==> config.mk <==
export PLATFORM = sky130hd
export DESIGN_NAME = triac_phase_angle_firing_core
export DESIGN_NICKNAME = d
export VERILOG_FILES = /design/src/hdl/tpaf_pkg.sv /design/src/hdl/tpaf_firing_ctrl.sv /design/src/hdl/triac_phase_angle_firing_core.sv
export SDC_FILE = /design/constraint.sdc
export NUM_CORES = 1
export LEC_CHECK = 0
export BUFFER_PORTS_ARGS = -buffer_cell sky130_fd_sc_hd__buf_2
export CELL_PAD_IN_SITES_DETAIL_PLACEMENT = 0
export CELL_PAD_IN_SITES_GLOBAL_PLACEMENT = 2
export CORE_MARGIN = 8
export CORE_UTILIZATION = 37
export DETAILED_ROUTE_END_ITERATION = 7
export GPL_ROUTABILITY_DRIVEN = 0
export PLACE_DENSITY_LB_ADDON = 0.1
export SYNTH_ARGS = -nofsm -noshare
export SYNTH_HDL_FRONTEND = slang
export SYNTH_SLANG_ARGS = --single-unit
==> constraint.sdc <==
create_clock -name clk_i -period 5.5 [get_ports clk_i]
set_input_delay 0.275 -clock clk_i [delete_from_list [all_inputs] [get_ports clk_i]]
set_output_delay 0.275 -clock clk_i [all_outputs]
set_load 0.01 [all_outputs]
==> src/hdl/tpaf_pkg.sv <==
// ----------------------------------------------------------------------------
// tpaf_pkg
// Shared constants and types of the triac phase-angle firing core.
// ----------------------------------------------------------------------------
package tpaf_pkg;

  // stream payload widths, whole bytes
  localparam int unsigned InTdataW  = 24;
  localparam int unsigned OutTdataW = 40;

  // delay code that disables firing
  localparam logic [15:0] NEVER_FIRE = 16'hFFFF;

  // pulse length after reset, and the end compare that goes with it
  localparam logic [15:0] PULSE_LEN_RST = 16'd100;
  localparam logic [15:0] END_CMP_RST   = NEVER_FIRE + PULSE_LEN_RST;

  // one result item
  typedef struct packed {
    logic        period_new;
    logic [15:0] zero_len;
    logic [15:0] period;
    logic        gate_n;
  } tpaf_result_t;

endpackage

==> src/hdl/tpaf_firing_ctrl.sv <==
// ----------------------------------------------------------------------------
// tpaf_firing_ctrl
// Tick counter, period and zero-interval capture, gate compare logic.
// State advances by one tick on each step; result shows the updated state.
// ----------------------------------------------------------------------------
module tpaf_firing_ctrl #(
  parameter int unsigned COUNT_WIDTH = 16
) (
  input  logic                  clk_i,
  input  logic                  rst_ni,
  input  logic                  step_i,
  input  logic                  zc_rise_i,
  input  logic                  zc_fall_i,
  input  logic [15:0]           fire_delay_i,
  input  logic [15:0]           pulse_len_i,
  output tpaf_pkg::tpaf_result_t result_o
);
  import tpaf_pkg::*;

  localparam int unsigned XW = (COUNT_WIDTH > 16) ? COUNT_WIDTH : 16;
  localparam logic [COUNT_WIDTH-1:0] CntMax = {COUNT_WIDTH{1'b1}};

  logic [COUNT_WIDTH-1:0] cnt_q, cnt_d;
  logic [COUNT_WIDTH-1:0] period_q, period_d;
  logic [COUNT_WIDTH-1:0] zlen_q, zlen_d;
  logic [15:0]            start_q, start_d;
  logic [15:0]            end_q, end_d;
  logic                   gate_q, gate_d;
  logic [COUNT_WIDTH-1:0] cnt_eff;
  logic [16:0]            fire_end;
  logic                   fire_ok;

  // next state for one tick, in the order of the firing rules
  always_comb begin
    cnt_eff  = cnt_q;
    period_d = period_q;
    zlen_d   = zlen_q;
    start_d  = start_q;
    end_d    = end_q;
    gate_d   = gate_q;
    // rising edge: capture period, restart counter, latch compares
    if (zc_rise_i) begin
      period_d = cnt_q;
      start_d  = fire_delay_i;
      end_d    = fire_delay_i + pulse_len_i;
      gate_d   = 1'b1;
      cnt_eff  = '0;
    end
    // falling edge: capture near-zero interval
    if (zc_fall_i) begin
      zlen_d = cnt_eff;
    end
    // start compare, only if the pulse ends inside the half-cycle
    fire_end = {1'b0, start_d} + {1'b0, pulse_len_i};
    fire_ok  = (XW'(cnt_eff) == XW'(start_d)) && (start_d != NEVER_FIRE) &&
               ((XW+1)'(fire_end) < (XW+1)'(period_d));
    if (fire_ok) begin
      gate_d = 1'b0;
    end
    // end compare wins over start
    if (XW'(cnt_eff) == XW'(end_d)) begin
      gate_d = 1'b1;
    end
    // counter overflow: no mains
    if (cnt_eff == CntMax) begin
      period_d = '0;
      start_d  = NEVER_FIRE;
      end_d    = NEVER_FIRE + pulse_len_i;
      gate_d   = 1'b1;
      cnt_d    = '0;
    end else begin
      cnt_d = cnt_eff + 1'b1;
    end
  end

  // result fields show the low 16 bits of the captures
  always_comb begin
    result_o.gate_n     = gate_d;
    result_o.period     = 16'(XW'(period_d));
    result_o.zero_len   = 16'(XW'(zlen_d));
    result_o.period_new = zc_rise_i;
  end

  // state registers
  always_ff @(posedge clk_i or negedge rst_ni) begin
    if (!rst_ni) begin
      cnt_q    <= '0;
      period_q <= '0;
      zlen_q   <= '0;
      start_q  <= NEVER_FIRE;
      end_q    <= END_CMP_RST;
      gate_q   <= 1'b1;
    end else if (step_i) begin
      cnt_q    <= cnt_d;
      period_q <= period_d;
      zlen_q   <= zlen_d;
      start_q  <= start_d;
      end_q    <= end_d;
      gate_q   <= gate_d;
    end
  end

`ifndef SYNTHESIS
  // a rising edge restarts the count, so the next tick sees one
  a_rise_restart: assert property (@(posedge clk_i) disable iff (!rst_ni)
    step_i && zc_rise_i |=> cnt_q == COUNT_WIDTH'(1))
    else $error("counter not restarted by rising edge");

  // overflow without an edge clears the period and disables firing
  a_overflow: assert property (@(posedge clk_i) disable iff (!rst_ni)
    step_i && !zc_rise_i && cnt_q == CntMax |=>
    period_q == '0 && start_q == NEVER_FIRE && gate_q && cnt_q == '0)
    else $error("overflow did not clear period and compares");

  // an active gate always belongs to an enabled delay
  a_gate_enabled: assert property (@(posedge clk_i) disable iff (!rst_ni)
    !gate_q |-> start_q != NEVER_FIRE)
    else $error("gate active with firing disabled");
`endif

endmodule

==> src/hdl/triac_phase_angle_firing_core.sv <==
// ----------------------------------------------------------------------------
// triac_phase_angle_firing_core
// Phase-angle firing of a triac gate from mains zero-crossing edges.
// ----------------------------------------------------------------------------
// Usage:
//   s_axis carries one transfer per prescaled timer tick with the zero-crossing
//   edge flags and the firing delay. Each accepted tick advances the counter
//   and yields exactly one result transfer on m_axis: gate drive, period,
//   near-zero interval length and a period-captured flag.
//   cfg_* writes the gate pulse length; it is always ready and should be
//   written only while no tick is in flight.
// Timing and throughput:
//   a result is registered and appears in the cycle after its tick is accepted;
//   one tick per cycle is sustained while m_axis_tready is high, limited by
//   the single state-update stage between input handshake and output register.
// Stall:
//   s_axis_tready stays high while the output register is empty or its result
//   is being taken in the same cycle; a stalled receiver holds the result and
//   backs up the input after one tick.
// Reset:
//   counter, period and interval clear, firing is disabled, gate is idle and
//   the pulse length returns to 100 ticks.
// ----------------------------------------------------------------------------
module triac_phase_angle_firing_core #(
  parameter int unsigned COUNT_WIDTH = 16
) (
  input  logic                           clk_i,
  input  logic                           rst_ni,
  // configuration: pulse_len
  input  logic                           cfg_valid_i,
  output logic                           cfg_ready_o,
  input  logic [15:0]                    cfg_data_i,
  // tick input
  input  logic                           s_axis_tvalid,
  output logic                           s_axis_tready,
  // [0] zc_rise, [1] zc_fall, [17:2] fire_delay, [23:18] zero
  input  logic [tpaf_pkg::InTdataW-1:0]  s_axis_tdata,
  // result output
  output logic                           m_axis_tvalid,
  input  logic                           m_axis_tready,
  // [0] gate_n, [16:1] period, [32:17] zero_len, [33] period_new, [39:34] zero
  output logic [tpaf_pkg::OutTdataW-1:0] m_axis_tdata
);
  import tpaf_pkg::*;

  logic         in_xfer;
  logic [15:0]  pulse_len_q;
  logic         m_valid_q;
  tpaf_result_t res_d;
  tpaf_result_t res_q;

  // input accepted while the output register frees up
  assign s_axis_tready = !m_valid_q || m_axis_tready;
  assign in_xfer       = s_axis_tvalid && s_axis_tready;
  assign cfg_ready_o   = 1'b1;

  // pulse length register
  always_ff @(posedge clk_i or negedge rst_ni) begin
    if (!rst_ni) begin
      pulse_len_q <= PULSE_LEN_RST;
    end else if (cfg_valid_i) begin
      pulse_len_q <= cfg_data_i;
    end
  end

  tpaf_firing_ctrl #(
    .COUNT_WIDTH (COUNT_WIDTH)
  ) u_ctrl (
    .clk_i        (clk_i),
    .rst_ni       (rst_ni),
    .step_i       (in_xfer),
    .zc_rise_i    (s_axis_tdata[0]),
    .zc_fall_i    (s_axis_tdata[1]),
    .fire_delay_i (s_axis_tdata[17:2]),
    .pulse_len_i  (pulse_len_q),
    .result_o     (res_d)
  );

  // output valid flag
  always_ff @(posedge clk_i or negedge rst_ni) begin
    if (!rst_ni) begin
      m_valid_q <= 1'b0;
    end else if (in_xfer) begin
      m_valid_q <= 1'b1;
    end else if (m_axis_tready) begin
      m_valid_q <= 1'b0;
    end
  end

  // output payload register
  always_ff @(posedge clk_i) begin
    if (in_xfer) begin
      res_q <= res_d;
    end
  end

  assign m_axis_tvalid = m_valid_q;
  assign m_axis_tdata  = {6'd0, res_q};

endmodule

==> impl_metrics.py <==
metrics = {
    "outcome": {
        "outcome": "completed",
    },
    "route": {
        "drc": 0,
        "firstDrtPassIters": 5,
        "wl_mm": 28.5,
        "final_antenna_net_count": 0,
        "vias_per_cell": 5.54,
        "drt-initial-drc-count": 578,
        "num_vias": 7489,
        "wire_per_inst_um": 21.1,
    },
    "clock_network": {
        "cts_setup_buffers": 0,
        "cts_sinks": 132,
        "path_clk_slew_ns": 0.06,
        "cts_root_buffer": "clkbuf_16",
        "cts_buffers": 17,
        "cts.path.max_buffers": 2,
        "clock_latency_ns": 0.43,
        "cts_tree": "built",
        "h-tree-depth": 4,
    },
    "synthesis": {
        "syn_area_um2": 8770,
        "yosysWarnings": 0,
        "yosysUniqueCellTypes": 67,
        "syn_inst": 968,
        "synth_edf_count": 34,
        "syn_avg_cell_area_um2": 9.06,
        "ys.flop_type": "dfrtp_1",
        "synth_seq_area_share_pct": 39.9,
        "ys_ff_latch": 132,
        "synth_async_sr_flop_share_pct": 74.2,
    },
    "worst_setup_path": {
        "cp-end-kind": "register",
        "cp.required_ns": 5.67,
        "start_kind": "register",
        "path_class": "register to register",
        "cp_max_fo": 5,
        "cp.arrival_ns": 5.36,
    },
    "floorplan": {
        "row_count": 56,
        "chipHeight_um": 170,
        "die_area_um2": 28900,
        "fp.dieW_um": 170,
        "start_util_pct": 37.5,
        "boundaryPins": 88,
        "coreArea_um2": 23400,
    },
    "placement": {
        "dpl_cell_area_um2": 9420,
        "dp_hpwl_mm": 20.8,
        "port_buffers": 74,
        "dp.cells": 1318,
        "pre_cts_slack_ns": 0.241,
    },
    "timing": {
        "min_period_ns": 5.19,
        "fin_crit_sh_pct": 94.4,
        "fin_ws_ns": 0.306,
        "slew_headroom_pct": 39.2,
        "setup_viol": 0,
        "fmax_ghz": 0.193,
        "hold_violations": 0,
        "maxSlewViolCount": 0,
        "tightest_slew_ns": 0.903,
        "rsz0062_at_grt": "no",
        "skew_ns": 0.0128,
        "setup_tns_ns": 0,
    },
    "global_routing": {
        "grt_max_degree": 62,
        "grt_pass1_wl_mm": 44.2,
        "grt_usage_pct": 20.2,
        "grt_overflow_total": 0,
        "grt_antenna_before_repair": 0,
        "grt_pass1_vias": 7243,
    },
    "power": {
        "ir_worst_vdd_v": 0.000189,
        "power_density_nw_per_um2": 331,
        "p_leak_uw": 0.00435,
    },
    "cells_and_area": {
        "seq_area_um2": 3500,
        "final_cell_area_um2": 10000,
        "multi_input_comb_area_um2": 4880,
        "final_cell_mix": "nand2_1 (131), dfrtp_1 (74), buf_2 (73), nor2_1 (69), o21ai_0 (60)",
        "nNetsFinal": 1114,
        "syn_to_final_growth_pct": 14.1,
        "nFillCells": 2387,
        "layout-drive-gt1-share_pct": 18.3,
        "layout_commonest_cell": "nand2_1",
        "antenna_cells": 0,
        "final_cells": 1351,
    },
    "flow_run": {
        "maxCapViolCount": 0,
    },
    "hold_path": {
        "hold_class": "primary input to register",
    },
}
cell usage after synthesis, types with 10 or more instances:
cell type	instances	area, µm²
mux2i_1	25	250
clkbuf_1	44	165
o22ai_1	14	87.6
dfstp_2	24	631
nor2_1	70	263
inv_1	39	146
o21ai_0	60	300
nand3_1	21	105
xor2_1	23	201
a21oi_1	36	180
a31oi_1	10	62.6
nor2b_1	23	144
nor3_1	17	85.1
xnor2_1	21	184
dfrtp_1	74	1850
ha_1	48	601
mux2_2	21	236
a21o_1	14	105
a31o_2	15	131
nand2_1	132	495
and3_1	14	87.6
nand2b_1	15	93.8
o31ai_1	24	180
nand4_1	13	81.3
or3_1	12	75.1
edfxtp_1	34	1020
registers in the layout, indices dropped and copies added (netlist names):
register / cells
m_axis_tdata: 34
m_axis_tvalid: 1
pulse_len_q: 16
u_ctrl.cnt_q: 16
u_ctrl.end_q: 16
u_ctrl.gate_q: 1
u_ctrl.period_q: 16
u_ctrl.start_q: 16
u_ctrl.zlen_q: 16
per-stage QoR:
stage / hold slack, ns / total power, µW / util (%)
6_report: 0.0582 / 3310 / 42.8
5_1_grt: 0.0654 / 3500 / 42.8
4_1_cts: 0.0501 / 3320 / 42.8
3_5_place_dp: 0.319 / 2170 / 40.2
3_3_place_gp: 0.318 / 2180 / 40.2
2_1_floorplan: -0.0206 / 1870 / -
metal layers:
metal	up-vias	share of wire (%)	wire, µm	track usage, %
met3	43	5.0	1430	3.78
li1	3619	-	-	-
met2	233	43	12300	30.3
met1	3594	49	13900	28.3
met5	-	0	0	0
met4	0	3.1	878	7.70
worst max-delay path, cell delays in order, from the launching register on:
cell and delay, ns:
dfstp_2 0.54, nor2b_1 0.26, a21o_1 0.16, ha_1 0.30
or3_1 0.36, o21ai_0 0.07, a21oi_1 0.10, a211o_1 0.29
o211ai_1 0.17, o2111ai_1 0.20, a21oi_1 0.22, xnor2_1 0.10
ha_1 0.20, a211o_1 0.23, a221o_1 0.27, a211o_1 0.28
a2111oi_1 0.44, nand4_1 0.14, a211o_1 0.40, a21oi_1 0.18
a21oi_1 0.05
power by group:
| part | switching, µW | total, µW | internal [µW] |
|---|---|---|---|
| combinational | 547 | 931 | 384 |
| clock | 469 | 1140 | 673 |
| sequential | 111 | 1240 | 1130 |
| total | 1130 | 3310 | 2190 |
cell families after synthesis:
logic type	after synthesis	synth area share [%]
xor+xnor	44	4.39
buf+inv	103	4.79
fa+ha+maj	50	7.30
compound gates	248	19.5
simple gates	342	18.3
other cells	2	0.0856
mux	47	5.68
flops	132	39.9
final cells by class:
type | count | share of cell area (%)
timing repair buffer | 90 | 4.95
tap | 319 | 3.99
sequential | 132 | 35.0
clock buffer | 18 | 4.29
clock inverter | 14 | 1.51
inverter | 40 | 1.51
multi-input combinational | 738 | 48.8
worst paths after layout:
kind	slack, ns	cells after the start	to	from
worst max-delay path	0.31	20	m_axis_tdata[0]$_DFFE_PP_	u_ctrl.start_q[4]$_DFFE_PN1P_
worst min-delay path	0.06	3	pulse_len_q[1]$_DFFE_PN0P_	cfg_data_i[1]
worst max register to register	0.31	20	m_axis_tdata[0]$_DFFE_PP_	u_ctrl.start_q[4]$_DFFE_PN1P_
worst min register to register	0.47	2	u_ctrl.zlen_q[8]$_DFFE_PN0P_	u_ctrl.zlen_q[8]$_DFFE_PN0P_
max in group asynchronous	3.84	3	pulse_len_q[4]$_DFFE_PN0P_	rst_ni
min in group asynchronous	0.40	2	m_axis_tvalid$_DFFE_PN0P_	rst_ni
repair_timing:
action,4_1_cts,5_1_grt
endpoints found under the hold margin,37,0
setup endpoints to repair,0,1
resized for setup,0,2
hold buffers,1,0
No activity file was read; power rests on OpenSTA's default activity.
